**config.mk**
```make
export PLATFORM = sky130hd
export DESIGN_NAME = utf8_to_latin1_stream
export DESIGN_NICKNAME = d
export VERILOG_FILES = /design/src/design/u2l_pkg.sv /design/src/design/u2l_decoder.sv /design/src/design/u2l_out_queue.sv /design/src/design/utf8_to_latin1_stream.sv
export SDC_FILE = /design/constraint.sdc
export NUM_CORES = 1
export LEC_CHECK = 0
export ABC_AREA = 1
export BUFFER_PORTS_ARGS = -buffer_cell sky130_fd_sc_hd__buf_4
export CAP_MARGIN = 10
export CORE_MARGIN = 2
export CORE_UTILIZATION = 35
export DETAILED_ROUTE_END_ITERATION = 6
export PLACE_DENSITY = 0.65
export SYNTH_ARGS = -nofsm -noshare
export SYNTH_HDL_FRONTEND = slang
export SYNTH_SLANG_ARGS = --single-unit
```
**constraint.sdc**
```tcl
create_clock -name aclk -period 2.24 [get_ports aclk]
set_input_delay 0.448 -clock aclk [delete_from_list [all_inputs] [get_ports aclk]]
set_output_delay 0.448 -clock aclk [all_outputs]
set_load 0.01 [all_outputs]
```
**src/design/u2l_pkg.sv**
```systemverilog
// Package with shared types and constants for the UTF-8 to Latin-1 stream converter.
`timescale 1ns / 1ps
package u2l_pkg;

    localparam logic [7:0] QMARK_CHAR  = 8'h3F;
    localparam logic [7:0] CONT_MASK   = 8'hC0;
    localparam logic [7:0] CONT_BITS   = 8'h80;
    localparam logic [7:0] LEAD2_MASK  = 8'hE0;
    localparam logic [7:0] LEAD2_BITS  = 8'hC0;
    localparam logic [7:0] LEAD3_MASK  = 8'hF0;
    localparam logic [7:0] LEAD3_BITS  = 8'hE0;
    localparam logic [7:0] LEAD4_MASK  = 8'hF8;
    localparam logic [7:0] LEAD4_BITS  = 8'hF0;
    localparam logic [7:0] LEAD2_DATA  = 8'h1F;
    localparam logic [7:0] LEAD3_DATA  = 8'h0F;
    localparam logic [7:0] LEAD4_DATA  = 8'h07;
    localparam logic [7:0] CONT_DATA   = 8'h3F;

    localparam int QUEUE_DEPTH = 3;

    typedef struct packed {
        logic [7:0] out_byte;
        logic       last_of_string;
    } res_t;

    // results of one input item
    typedef struct packed {
        logic [1:0] num;
        res_t       first;
        res_t       second;
    } dec_t;

endpackage

```
**src/design/u2l_decoder.sv**
```systemverilog
// Decoder: UTF-8 sequence state and per-item result generation.
`timescale 1ns / 1ps
module u2l_decoder (
    input  logic          aclk,
    input  logic          aresetn,
    input  logic          fire,
    input  logic [7:0]    in_byte,
    input  logic          end_of_string,
    output u2l_pkg::dec_t dec
);
    import u2l_pkg::*;

    // partial code point kept as its low 8 bits plus a flag for any higher bit set
    logic [7:0] lo_reg, lo_next;
    logic       big_reg, big_next;
    logic [1:0] cnt_reg, cnt_next;

    logic [7:0] cont_lo;
    logic       cont_big;
    logic [1:0] cont_cnt;
    logic       flushed;
    res_t       lead_res;
    logic       lead_emit;

    always_comb begin
        dec       = '0;
        lo_next   = lo_reg;
        big_next  = big_reg;
        cnt_next  = cnt_reg;
        cont_lo   = {lo_reg[1:0], in_byte[5:0] & CONT_DATA[5:0]};
        cont_big  = big_reg | (lo_reg[7:2] != 6'd0);
        cont_cnt  = cnt_reg - 2'd1;
        flushed   = 1'b0;
        lead_res  = '0;
        lead_emit = 1'b0;

        if ((cnt_reg != 2'd0) && ((in_byte & CONT_MASK) == CONT_BITS)) begin
            if ((cont_cnt == 2'd0) || end_of_string) begin
                dec.num                  = 2'd1;
                dec.first.out_byte       = cont_big ? QMARK_CHAR : cont_lo;
                dec.first.last_of_string = end_of_string;
                lo_next  = '0;
                big_next = 1'b0;
                cnt_next = 2'd0;
            end else begin
                lo_next  = cont_lo;
                big_next = cont_big;
                cnt_next = cont_cnt;
            end
        end else begin
            if (cnt_reg != 2'd0) begin
                flushed                  = 1'b1;
                dec.first.out_byte       = big_reg ? QMARK_CHAR : lo_reg;
                dec.first.last_of_string = 1'b0;
            end
            lo_next  = '0;
            big_next = 1'b0;
            cnt_next = 2'd0;
            lead_res.last_of_string = end_of_string;
            if (!in_byte[7]) begin
                lead_emit         = 1'b1;
                lead_res.out_byte = in_byte;
            end else if ((in_byte & LEAD2_MASK) == LEAD2_BITS) begin
                lo_next  = in_byte & LEAD2_DATA;
                cnt_next = 2'd1;
            end else if ((in_byte & LEAD3_MASK) == LEAD3_BITS) begin
                lo_next  = in_byte & LEAD3_DATA;
                cnt_next = 2'd2;
            end else if ((in_byte & LEAD4_MASK) == LEAD4_BITS) begin
                lo_next  = in_byte & LEAD4_DATA;
                cnt_next = 2'd3;
            end else begin
                lead_emit         = 1'b1;
                lead_res.out_byte = QMARK_CHAR;
            end
            // lead cut by end of string: its few data bits always fit Latin-1
            if (!lead_emit && end_of_string) begin
                lead_emit         = 1'b1;
                lead_res.out_byte = lo_next;
                lo_next  = '0;
                cnt_next = 2'd0;
            end
            if (flushed) begin
                dec.num    = lead_emit ? 2'd2 : 2'd1;
                dec.second = lead_res;
            end else begin
                dec.num   = lead_emit ? 2'd1 : 2'd0;
                dec.first = lead_res;
            end
        end
    end

    always_ff @(posedge aclk) begin
        if (!aresetn) begin
            lo_reg  <= '0;
            big_reg <= 1'b0;
            cnt_reg <= 2'd0;
        end else if (fire) begin
            lo_reg  <= lo_next;
            big_reg <= big_next;
            cnt_reg <= cnt_next;
        end
    end

    a_eos_clears: assert property (@(posedge aclk) disable iff (!aresetn)
        fire && end_of_string |=> cnt_reg == 2'd0)
        else $error("sequence still pending after end of string");

    a_eos_emits: assert property (@(posedge aclk) disable iff (!aresetn)
        fire && end_of_string |-> dec.num != 2'd0)
        else $error("end of string produced no item");

endmodule

```
**src/design/u2l_out_queue.sv**
```systemverilog
// Three-entry shift queue that holds result items for the output channel.
`timescale 1ns / 1ps
module u2l_out_queue (
    input  logic          aclk,
    input  logic          aresetn,
    input  logic          push,
    input  u2l_pkg::dec_t dec,
    output logic          room,
    output logic          m_tvalid,
    input  logic          m_tready,
    output logic [7:0]    m_tdata,   // [7:0] out_byte
    output logic          m_tlast
);
    import u2l_pkg::*;

    res_t       q_reg  [QUEUE_DEPTH];
    res_t       q_next [QUEUE_DEPTH];
    res_t       shifted [QUEUE_DEPTH];
    logic [1:0] count_reg, count_next;
    logic [1:0] base;
    logic [1:0] push_n;
    logic       pop;

    assign m_tvalid = (count_reg != 2'd0);
    assign m_tdata  = q_reg[0].out_byte;
    assign m_tlast  = q_reg[0].last_of_string;
    assign pop      = m_tvalid && m_tready;
    assign room     = (count_reg <= 2'd1);
    assign push_n   = push ? dec.num : 2'd0;
    assign base     = count_reg - {1'b0, pop};

    always_comb begin
        shifted[0] = pop ? q_reg[1] : q_reg[0];
        shifted[1] = pop ? q_reg[2] : q_reg[1];
        shifted[2] = q_reg[2];
        for (int i = 0; i < QUEUE_DEPTH; i++) begin
            q_next[i] = shifted[i];
            if ((push_n != 2'd0) && (2'(i) == base)) begin
                q_next[i] = dec.first;
            end else if ((push_n == 2'd2) && (2'(i) == base + 2'd1)) begin
                q_next[i] = dec.second;
            end
        end
        count_next = base + push_n;
    end

    always_ff @(posedge aclk) begin
        if (!aresetn) begin
            count_reg <= 2'd0;
        end else begin
            count_reg <= count_next;
        end
    end

    always_ff @(posedge aclk) begin
        for (int i = 0; i < QUEUE_DEPTH; i++) begin
            q_reg[i] <= q_next[i];
        end
    end

    a_push_room: assert property (@(posedge aclk) disable iff (!aresetn)
        push_n != 2'd0 |-> count_reg <= 2'd1)
        else $error("push into full queue");

    a_push_num: assert property (@(posedge aclk) disable iff (!aresetn)
        push_n != 2'd3)
        else $error("more than two items from one input");

    a_reset_empty: assert property (@(posedge aclk)
        !aresetn |=> count_reg == 2'd0)
        else $error("queue not empty after reset");

endmodule

```
**src/design/utf8_to_latin1_stream.sv**
```systemverilog
// Top level: UTF-8 byte stream to Latin-1 byte stream converter.
// An accepted item is held in the input register, then in the result queue, before its first result shows on m_.
// Throughput: one input item per cycle while the result queue has room; an item that gives two results
// takes two entries of the three-entry result queue.
// Reset (aresetn low, synchronous) empties input register and queue and
// clears any pending UTF-8 sequence.
`timescale 1ns / 1ps
module utf8_to_latin1_stream (
    input  logic       aclk,
    input  logic       aresetn,
    input  logic       s_tvalid,
    output logic       s_tready,
    input  logic [7:0] s_tdata,   // [7:0] in_byte
    input  logic       s_tlast,
    output logic       m_tvalid,
    input  logic       m_tready,
    output logic [7:0] m_tdata,   // [7:0] out_byte
    output logic       m_tlast
);
    import u2l_pkg::*;

    logic       in_valid_reg;
    logic [7:0] in_byte_reg;
    logic       in_last_reg;
    logic       room;
    logic       fire;
    dec_t       dec;

    assign fire     = in_valid_reg && room;
    assign s_tready = !in_valid_reg || fire;

    always_ff @(posedge aclk) begin
        if (!aresetn) begin
            in_valid_reg <= 1'b0;
        end else if (s_tready) begin
            in_valid_reg <= s_tvalid;
        end
    end

    always_ff @(posedge aclk) begin
        if (s_tready && s_tvalid) begin
            in_byte_reg <= s_tdata;
            in_last_reg <= s_tlast;
        end
    end

    u2l_decoder u_decoder (
        .aclk          (aclk),
        .aresetn       (aresetn),
        .fire          (fire),
        .in_byte       (in_byte_reg),
        .end_of_string (in_last_reg),
        .dec           (dec)
    );

    u2l_out_queue u_out_queue (
        .aclk     (aclk),
        .aresetn  (aresetn),
        .push     (fire),
        .dec      (dec),
        .room     (room),
        .m_tvalid (m_tvalid),
        .m_tready (m_tready),
        .m_tdata  (m_tdata),
        .m_tlast  (m_tlast)
    );

endmodule
```
-- Word-level counts from Yosys, hierarchy flattened
Memories as Yosys holds them, arrays and structs flattened.
Index checks and enable logic that the tools add are counted.
- flip-flop bits (word level): 23
- latch bits: 0
- RAM bits: 27
- bits in read-only memories: 0
- output and inout port bits: 11
- word-level logic and storage cells: 95
- memories kept: 1
- add/sub/neg operators: 4
- multipliers: 0
- divide/modulo/power cells: 0
- magnitude comparators: 1
- equal/unequal tests: 9
- shifts and indexed selects: 0
- multiplexer cells: 50
- bitwise operators: 1
- reduce and logical (&&, ||, !) cells: 22
- memories (memory ; words ; bits a word ; read ports ; clocked after memory_dff ; write ports ; line ; RTL):
    u_out_queue.q_reg ; 3 ; 9 ; 3 ; 0 ; 3 ; u2l_out_queue.sv:16 ; res_t q_reg [QUEUE_DEPTH];
- operators with widths (operator ; count):
    $mux W9 ; 12
    $mux W8 ; 12
    $mux W2 ; 10
    $mux W1 ; 12
    $logic_and A1 B1 Y1 ; 11
    $mux W11 ; 1
    $mux W10 ; 1
    $logic_not A2 Y1 ; 3
    $mux W6 ; 1
    $reduce_bool A2 Y1 ; 3
    $reduce_bool A6 Y1 ; 1
    $eq A5 B5 Y1 const B ; 1
    $eq A1 B2 Y1 const A ; 2
    $eq A2 B2 Y1 const A ; 2
    $eq A2 B2 Y1 const B ; 2
    $eq A4 B4 Y1 const B ; 1
    $eq A3 B3 Y1 const B ; 1
    $mux W3 ; 1
    $add A2 B1 Y2 const B ; 1
    $add A2 B2 Y2 ; 1
    $le A2 B1 Y1 const B ; 1
    $logic_not A1 Y1 ; 2
    $logic_or A1 B1 Y1 ; 2
    $sub A2 B1 Y2 ; 1
    2 further kinds ; 2

-- Depth between registers and ports, before layout
Gate-level depths: netlist of run 1.
- depth in word-level cells: 18
- depth in mapped cells: 14
- gate-level depth less buffers: 13

-- Modules after synthesis
Synthesis of run 1 repeated with hierarchy kept, for this count alone.
- cell total of the unflattened synthesis: 409
- area, all modules: 3206.8 um^2
- by module, submodules not included (module ; times used ; cells an instance ; area an instance (um^2)):
    u2l_out_queue ; 1 ; 221 ; 1815.5
    u2l_decoder ; 1 ; 170 ; 1062.3
    utf8_to_latin1_stream ; 1 ; 18 ; 329.1

-- Worst setup path after synthesis of run 1
No wires, ideal clock.
- path type: reg-to-reg
- from: register u_out_queue.count_reg[1] (netlist name)
- to: memory u_out_queue.q_reg[0][10] (netlist name) (enable)
- library setup time: 343 ps
- data arrival time: 1935 ps
- required time: 1897 ps
- setup slack: -38 ps
- cell stages (with the launch flop): 11
- path buffers: 1
- clock period less this slack: 2278 ps
- cell sequence: dfxtp_1 > or2_2 > nand2_1 > inv_1 > ha_1 > xnor2_1 > inv_2 > nor2_1 > nand2_4 > buf_6 > nand3_1
- RTL lines (item ; line):
    end: declaration ; u2l_out_queue.sv:16

==> impl_metrics.toml, run 1 <==
[cts]
cts_root_buf = "clkbuf_8"
cts-htree-levels = 2
clk_pin_slew_ns = 0.09
clock_latency_ns = 0.31
cts_tree = "yes"
cts_buffer_depth = 2
cts.sinks = 50
numCtsBuffers = 5
cts_hold_buf = 0

[cells_and_area]
layout_commonest_cell = "nand2_1"
finalNetCount = 436
final_cell_area_um2 = 3500
post-route-util_pct = 42.4
largest_reg_flops = 27
mostFrequentLayoutCells = "nand2_1, buf_4, inv_1"
syn_to_final_growth_pct = 16.5
diodes = 0
drive_gt1_share_pct = 23.4
finalNonFillerCells = 524

[setup_path]
reg2reg_slack_ns = 0.10
required_ns = 2.28
cp-start-kind = "flop"
regToRegEndpoint = "u_out_queue.q_reg[0][1]"
critPathCaptureType = "flop"
setup.worst_path.class = "reg -> reg"
worstPathArrival_ns = 2.17
cp_max_fo = 9
r2r_start = "u_out_queue.count_reg[0]"
reg2regPathDepth = 12

[detailed_routing]
routedWlPerCell_um = 12.6
via_per_inst = 4.86
wirelength_mm = 6.59
drtIter0Drc = 197
drtPass1Iterations = 5
remaining_drc_errors = 0
vias = 2545
ant_nets = 0

[pwr]
p_sw_w = 0.00127
vdd_drop_max_mv = 0.375
p_leak_nw = 1.60
power.share.combinational_pct = 44.2
swShare_pct = 37.7
power_density_nw_per_um2 = 963
seqPwrFrac_pct = 39.9
internal_power_w = 0.00210
power.share.clock_pct = 15.9

[place]
placed_area_um2 = 3300
placed_cells = 506
io_buffers = 23
place_hpwl_mm = 5.08
gp_congestion = 0.882

[floorplan]
ios = 24
die_w_um = 96.7
initial_core_util_pct = 36.4
die_area_um2 = 9350
core_region_area_um2 = 8260
fp-row-count = 33
die_h_um = 96.7

[hold_path]
holdPathEnd = "in_last_reg"
worst_hold_startpoint = "s_tlast"
min_path_type = "in -> reg"
min_path_cells = 1

[timing]
hold_slack_ns = 0.307
min_period_ns = 2.14
tightest_slew_ns = 0.406
finalMaxSlewViolations = 0
final-setup-viol-count = 0
timing.fmax_ghz = 0.468
relSlewSlack_pct = 72.7
skew_ns = 0.0101
final_hold_viol_count = 0
timing.final.crit_share_pct = 95.3

[yosys]
synth_cells = 380
synth_cell_type_count = 33
synth_area_leaders = "edfxtp_1, nand2_1, dfxtp_1"
synth_area_leader_cell = "edfxtp_1"
synth-seq-area-share_pct = 45.3
ys_ff_latch = 50
syn_nets = 398
syn_area_um2 = 3010
yosysWarnings = 0
yosysTopAreaCellShare_pct = 35.9
avgSynthCellArea_um2 = 7.92

[global_routing]
grt_max_degree = 20
globalRouteOverflowTotal = 0
antenna_found_initial = 0
grt_pass1_wl_mm = 10.3
grt_use_total_pct = 13.5
grt_pass1_vias = 2200

[run_status]
status = "finished clean"

[flow_run]
maxCapViolCount = 0
## critical path: stages, from the launching register on
cell and delay (ns):
dfxtp_1 0.31, or2_2 0.31, nand2_1 0.08, inv_1 0.05, ha_2 0.20, xnor2_2 0.19, inv_2 0.09, nor2_4 0.20
nand2_4 0.09, nand2_2 0.07, inv_2 0.04, nand2_1 0.09, buf_12 0.13
## cell families after synthesis
kind of cell | Yosys count | synth area share [%]
fa+ha+maj | 5 | 2.08
flops | 50 | 45.3
compound gates | 44 | 8.28
xor+xnor | 1 | 0.291
simple gates | 213 | 33.2
buf+inv | 67 | 10.9
## cell type report
cell class,count,area [um^2]
Fill cell,883,4750
Multi-Input combinational cell,264,1360
Sequential cell,50,1360
Timing Repair Buffer,47,365
Inverter,50,193
Tap cell,105,131
Clock buffer,5,68.8
Clock inverter,3,21.3
## synthesized netlist by cell type
cell type and instances:
nor2_1 18, nand2_4 4, dfxtp_1 14, nand4_1 4, o21ai_1 3, buf_4 9, nor2_4 2, nand2_2 5
nand3_1 32, o211ai_1 2, buf_6 5, nor4_1 1, o21ai_0 15, or2_2 1, nand3_4 4, a211oi_1 1
o22ai_1 2, ha_1 5, nand2_1 133, nor3_1 3, nand3_2 3, inv_4 1, o21ai_2 2, xnor2_1 1
a31oi_2 1, inv_2 11, buf_2 3, edfxtp_1 36, clkinv_1 1, a31oi_1 3, a21oi_1 15, inv_1 37
nor2_2 3
## power groups by stage
| stage | registers [W] | logic, W | clock network, W |
|---|---|---|---|
| floorplan | 0.00137 | 0.00101 | 0 |
| global placement | 0.00136 | 0.00135 | 0 |
| detailed placement | 0.00137 | 0.00137 | 0 |
| CTS | 0.00135 | 0.00137 | 0.000551 |
| global route | 0.00137 | 0.00166 | 0.000587 |
| finish | 0.00135 | 0.00149 | 0.000536 |
## layer usage
layer / wire length, um / track usage, % / vias up / part of all wire [%]
met3: 349 / 2.46 / 9 / 5.3
met1: 2880 / 17.2 / 1161 / 44
met2: 3280 / 23.4 / 65 / 50
met5: 0 / 0 / - / 0
li1: - / - / 1310 / -
met4: 82 / 3.79 / 0 / 1.2
## how the worst max path moves through the flow
stage                             startpoint                       end  slack [ns]  cells past startpoint
floorplan                     in_byte_reg[7]  u_out_queue.q_reg[0][18]       0.002                     12
global placement    u_out_queue.count_reg[0]  u_out_queue.q_reg[0][18]        0.09                      9
detailed placement  u_out_queue.count_reg[0]  u_out_queue.q_reg[0][25]        0.04                      9
CTS                 u_out_queue.count_reg[0]  u_out_queue.q_reg[0][25]        0.03                      9
global route                  in_byte_reg[6]   u_out_queue.q_reg[0][1]       -0.02                     12
finish              u_out_queue.count_reg[0]   u_out_queue.q_reg[0][1]        0.10                     12
## per-stage QoR
stage / total power [W] / setup TNS, ns / setup WS, ns
final: 0.00337 / 0 / 0.105
after global routing: 0.00361 / -0.165 / -0.0187
after CTS: 0.00327 / 0 / 0.0297
after detailed placement: 0.00274 / 0 / 0.0395
after global placement: 0.00271 / 0 / 0.0906
after floorplan: 0.00237 / 0 / 0.00229
## what timing repair did
action,in CTS,in global routing
gates resized for setup,0,7
buffers inserted,0,9
setup endpoints to repair,0,48
Power figures use the tool's default switching activity.
==> inputs of run 2 (changes only) <==
--- a/config.mk
+++ b/config.mk
@@ -12,6 +12,8 @@
 export CORE_UTILIZATION = 35
 export DETAILED_ROUTE_END_ITERATION = 6
 export PLACE_DENSITY = 0.65
+export SETUP_SLACK_MARGIN = 0.2
+export SLEW_MARGIN = 20
 export SYNTH_ARGS = -nofsm -noshare
 export SYNTH_HDL_FRONTEND = slang
 export SYNTH_SLANG_ARGS = --single-unit
==> impl_metrics.toml, run 2 (synthesized netlist as in run 1, its figures left out) <==
[setup_path]
required_ns = 2.30
worstPathArrival_ns = 2.08
critPathCaptureType = "flop"
crit_chain = "a31oi_4 > nand2_2 > ha_4 > inv_2 > nand2_4 > nand3_4 > nand2_8 > nand2_4 > buf_4 > inv_4 > nand2_1 > nand3_1"
critical_path.max_stage_delay_ns = 0.45
setup.worst_path.class = "reg -> reg"
cp_max_fo = 7
cp-start-kind = "flop"
path_common_cell = "nand2_4"
slowest_stage = "edfxtp_1"

[place]
io_buffers = 23
gp_congestion = 0.880
placed_cells = 502
place_hpwl_mm = 4.93
placed_area_um2 = 3320

[timing]
final-setup-viol-count = 0
final_hold_viol_count = 0
setup_tns_ns = 0
timing.final.crit_share_pct = 90.2
rsz0062_at_grt = "true"
timing.fmax_ghz = 0.495
skew_ns = 0.00823
tightest_slew_ns = 0.480
min_period_ns = 2.02
finalMaxSlewViolations = 0
relSlewSlack_pct = 67.8

[cts]
cts_buffer_depth = 2
clock_latency_ns = 0.30
cts-htree-levels = 2
cts_root_buf = "clkbuf_8"
cts.sinks = 50
clk_pin_slew_ns = 0.09
cts_hold_buf = 0
numCtsBuffers = 5
cts_tree = "yes"

[cells_and_area]
final_cell_area_um2 = 3680
diodes = 0
largest_reg_flops = 27
layout_commonest_cell = "nand2_1"
finalNonFillerCells = 527
mostFrequentLayoutCells = "nand2_1, buf_4, edfxtp_1"
finalNetCount = 439
syn_to_final_growth_pct = 22.4
fillers = 830
seq_area_um2 = 1370
multi_input_area_um2 = 1540
drive_gt1_share_pct = 27.0

[floorplan]
die_w_um = 96.7
fp-row-count = 33
die_h_um = 96.7
die_area_um2 = 9350
initial_core_util_pct = 36.4
core_region_area_um2 = 8260
ios = 24

[pwr]
power_density_nw_per_um2 = 975
p_sw_w = 0.00139
internal_power_w = 0.00220
seqPwrFrac_pct = 37.6
power.share.combinational_pct = 48.0
vdd_drop_max_mv = 0.340
p_leak_nw = 1.64
power.share.clock_pct = 14.4
swShare_pct = 38.8

[detailed_routing]
routedWlPerCell_um = 12.9
via_per_inst = 4.92
ant_nets = 0
vias = 2595
wirelength_mm = 6.79
remaining_drc_errors = 0
drtPass1Iterations = 5
drtIter0Drc = 166

[global_routing]
grt-busiest-layer = "met2"
grt_use_total_pct = 13.6
grt_pass1_vias = 2329
antenna_found_initial = 0
met1_usage_pct = 17.2
grt_max_degree = 20
grtUsageMet3_pct = 2.53
globalRouteOverflowTotal = 0
use_met2_pct = 23.6
grt_pass1_wl_mm = 10.5

[hold_path]
min_path_type = "in -> reg"

[run_status]
status = "finished clean"

[flow_run]
maxCapViolCount = 0
==> run 2: cell types whose count changed in the layout (fill, tap and decap cells not counted), moves of 2 or more <==
cell | before | now
dfxtp_1 | 14 | 12
ha_4 | 0 | 2
inv_1 | 37 | 34
inv_4 | 2 | 5
nand2_1 | 131 | 126
nand2_4 | 4 | 7
nand2_8 | 0 | 4
nand3_1 | 31 | 29
nand3_2 | 4 | 6
nand3_4 | 5 | 7
==> run 2: path summary, 6_finish.rpt <==
path / to / depth (start not counted) / start / slack [ns]
min reg2reg: u_decoder.cnt_reg[1] / 2 / u_decoder.cnt_reg[1] / 0.47
max: u_out_queue.q_reg[0][7] / 12 / in_byte_reg[5] / 0.22
min: in_byte_reg[1] / 1 / s_tdata[1] / 0.32
max reg2reg: u_out_queue.q_reg[0][7] / 12 / in_byte_reg[5] / 0.22
==> run 2: routing by layer <==
| metal | up-vias | wire, um | part of all wire, % |
|---|---|---|---|
| met4 | 0 | 114 | 1.7 |
| met5 | - | 0 | 0 |
| li1 | 1318 | - | - |
| met1 | 1174 | 2840 | 42 |
| met2 | 90 | 3400 | 50 |
| met3 | 13 | 435 | 6.4 |
==> run 2: area by class of cell <==
cell class / count / area share [%]
Multi-Input combinational cell: 267 / 41.7
Tap cell: 105 / 3.57
Clock inverter: 3 / 0.442
Inverter: 50 / 5.57
Clock buffer: 5 / 1.87
Sequential cell: 50 / 37.1
Timing Repair Buffer: 47 / 9.69
==> run 2: power by group through the flow <==
stage / registers [W] / clock network (W) / logic [W]
global route: 0.00137 / 0.000569 / 0.00189
detailed placement: 0.00138 / 0 / 0.00133
finish: 0.00135 / 0.000517 / 0.00172
global placement: 0.00138 / 0 / 0.00131
CTS: 0.00135 / 0.000531 / 0.00147
floorplan: 0.00137 / 0 / 0.00109
==> run 2: worst max-delay path, delay by kind of cell (launching register included) <==
family	cells	cell delay, ns
AO/OA/AOI/OAI	1	0.22
adder cells (fa/ha/maj)	1	0.25
buffers and inverters	3	0.24
AND/OR/NAND/NOR	7	0.62
flip-flops	1	0.45
==> run 2: what timing repair did <==
action,in CTS,in global routing
endpoints found under the setup margin,47,54
pin swaps,2,14
gates resized for setup,5,25
gates cloned,2,2
setup buffers,6,7
==> run 2: metrics by stage <==
| stage | util (%) | worst slack, ns | hold WS [ns] | total power (W) |
|---|---|---|---|---|
| 5_1_grt | 44.6 | 0.111 | 0.303 | 0.00383 |
| 2_1_floorplan | - | 0.205 | 0.444 | 0.00246 |
| 4_1_cts | 42.3 | 0.110 | 0.308 | 0.00335 |
| 3_3_place_gp | 40.3 | 0.142 | 0.454 | 0.00268 |
| 6_report | 44.6 | 0.220 | 0.319 | 0.00359 |
| 3_5_place_dp | 40.3 | 0.0851 | 0.458 | 0.00272 |
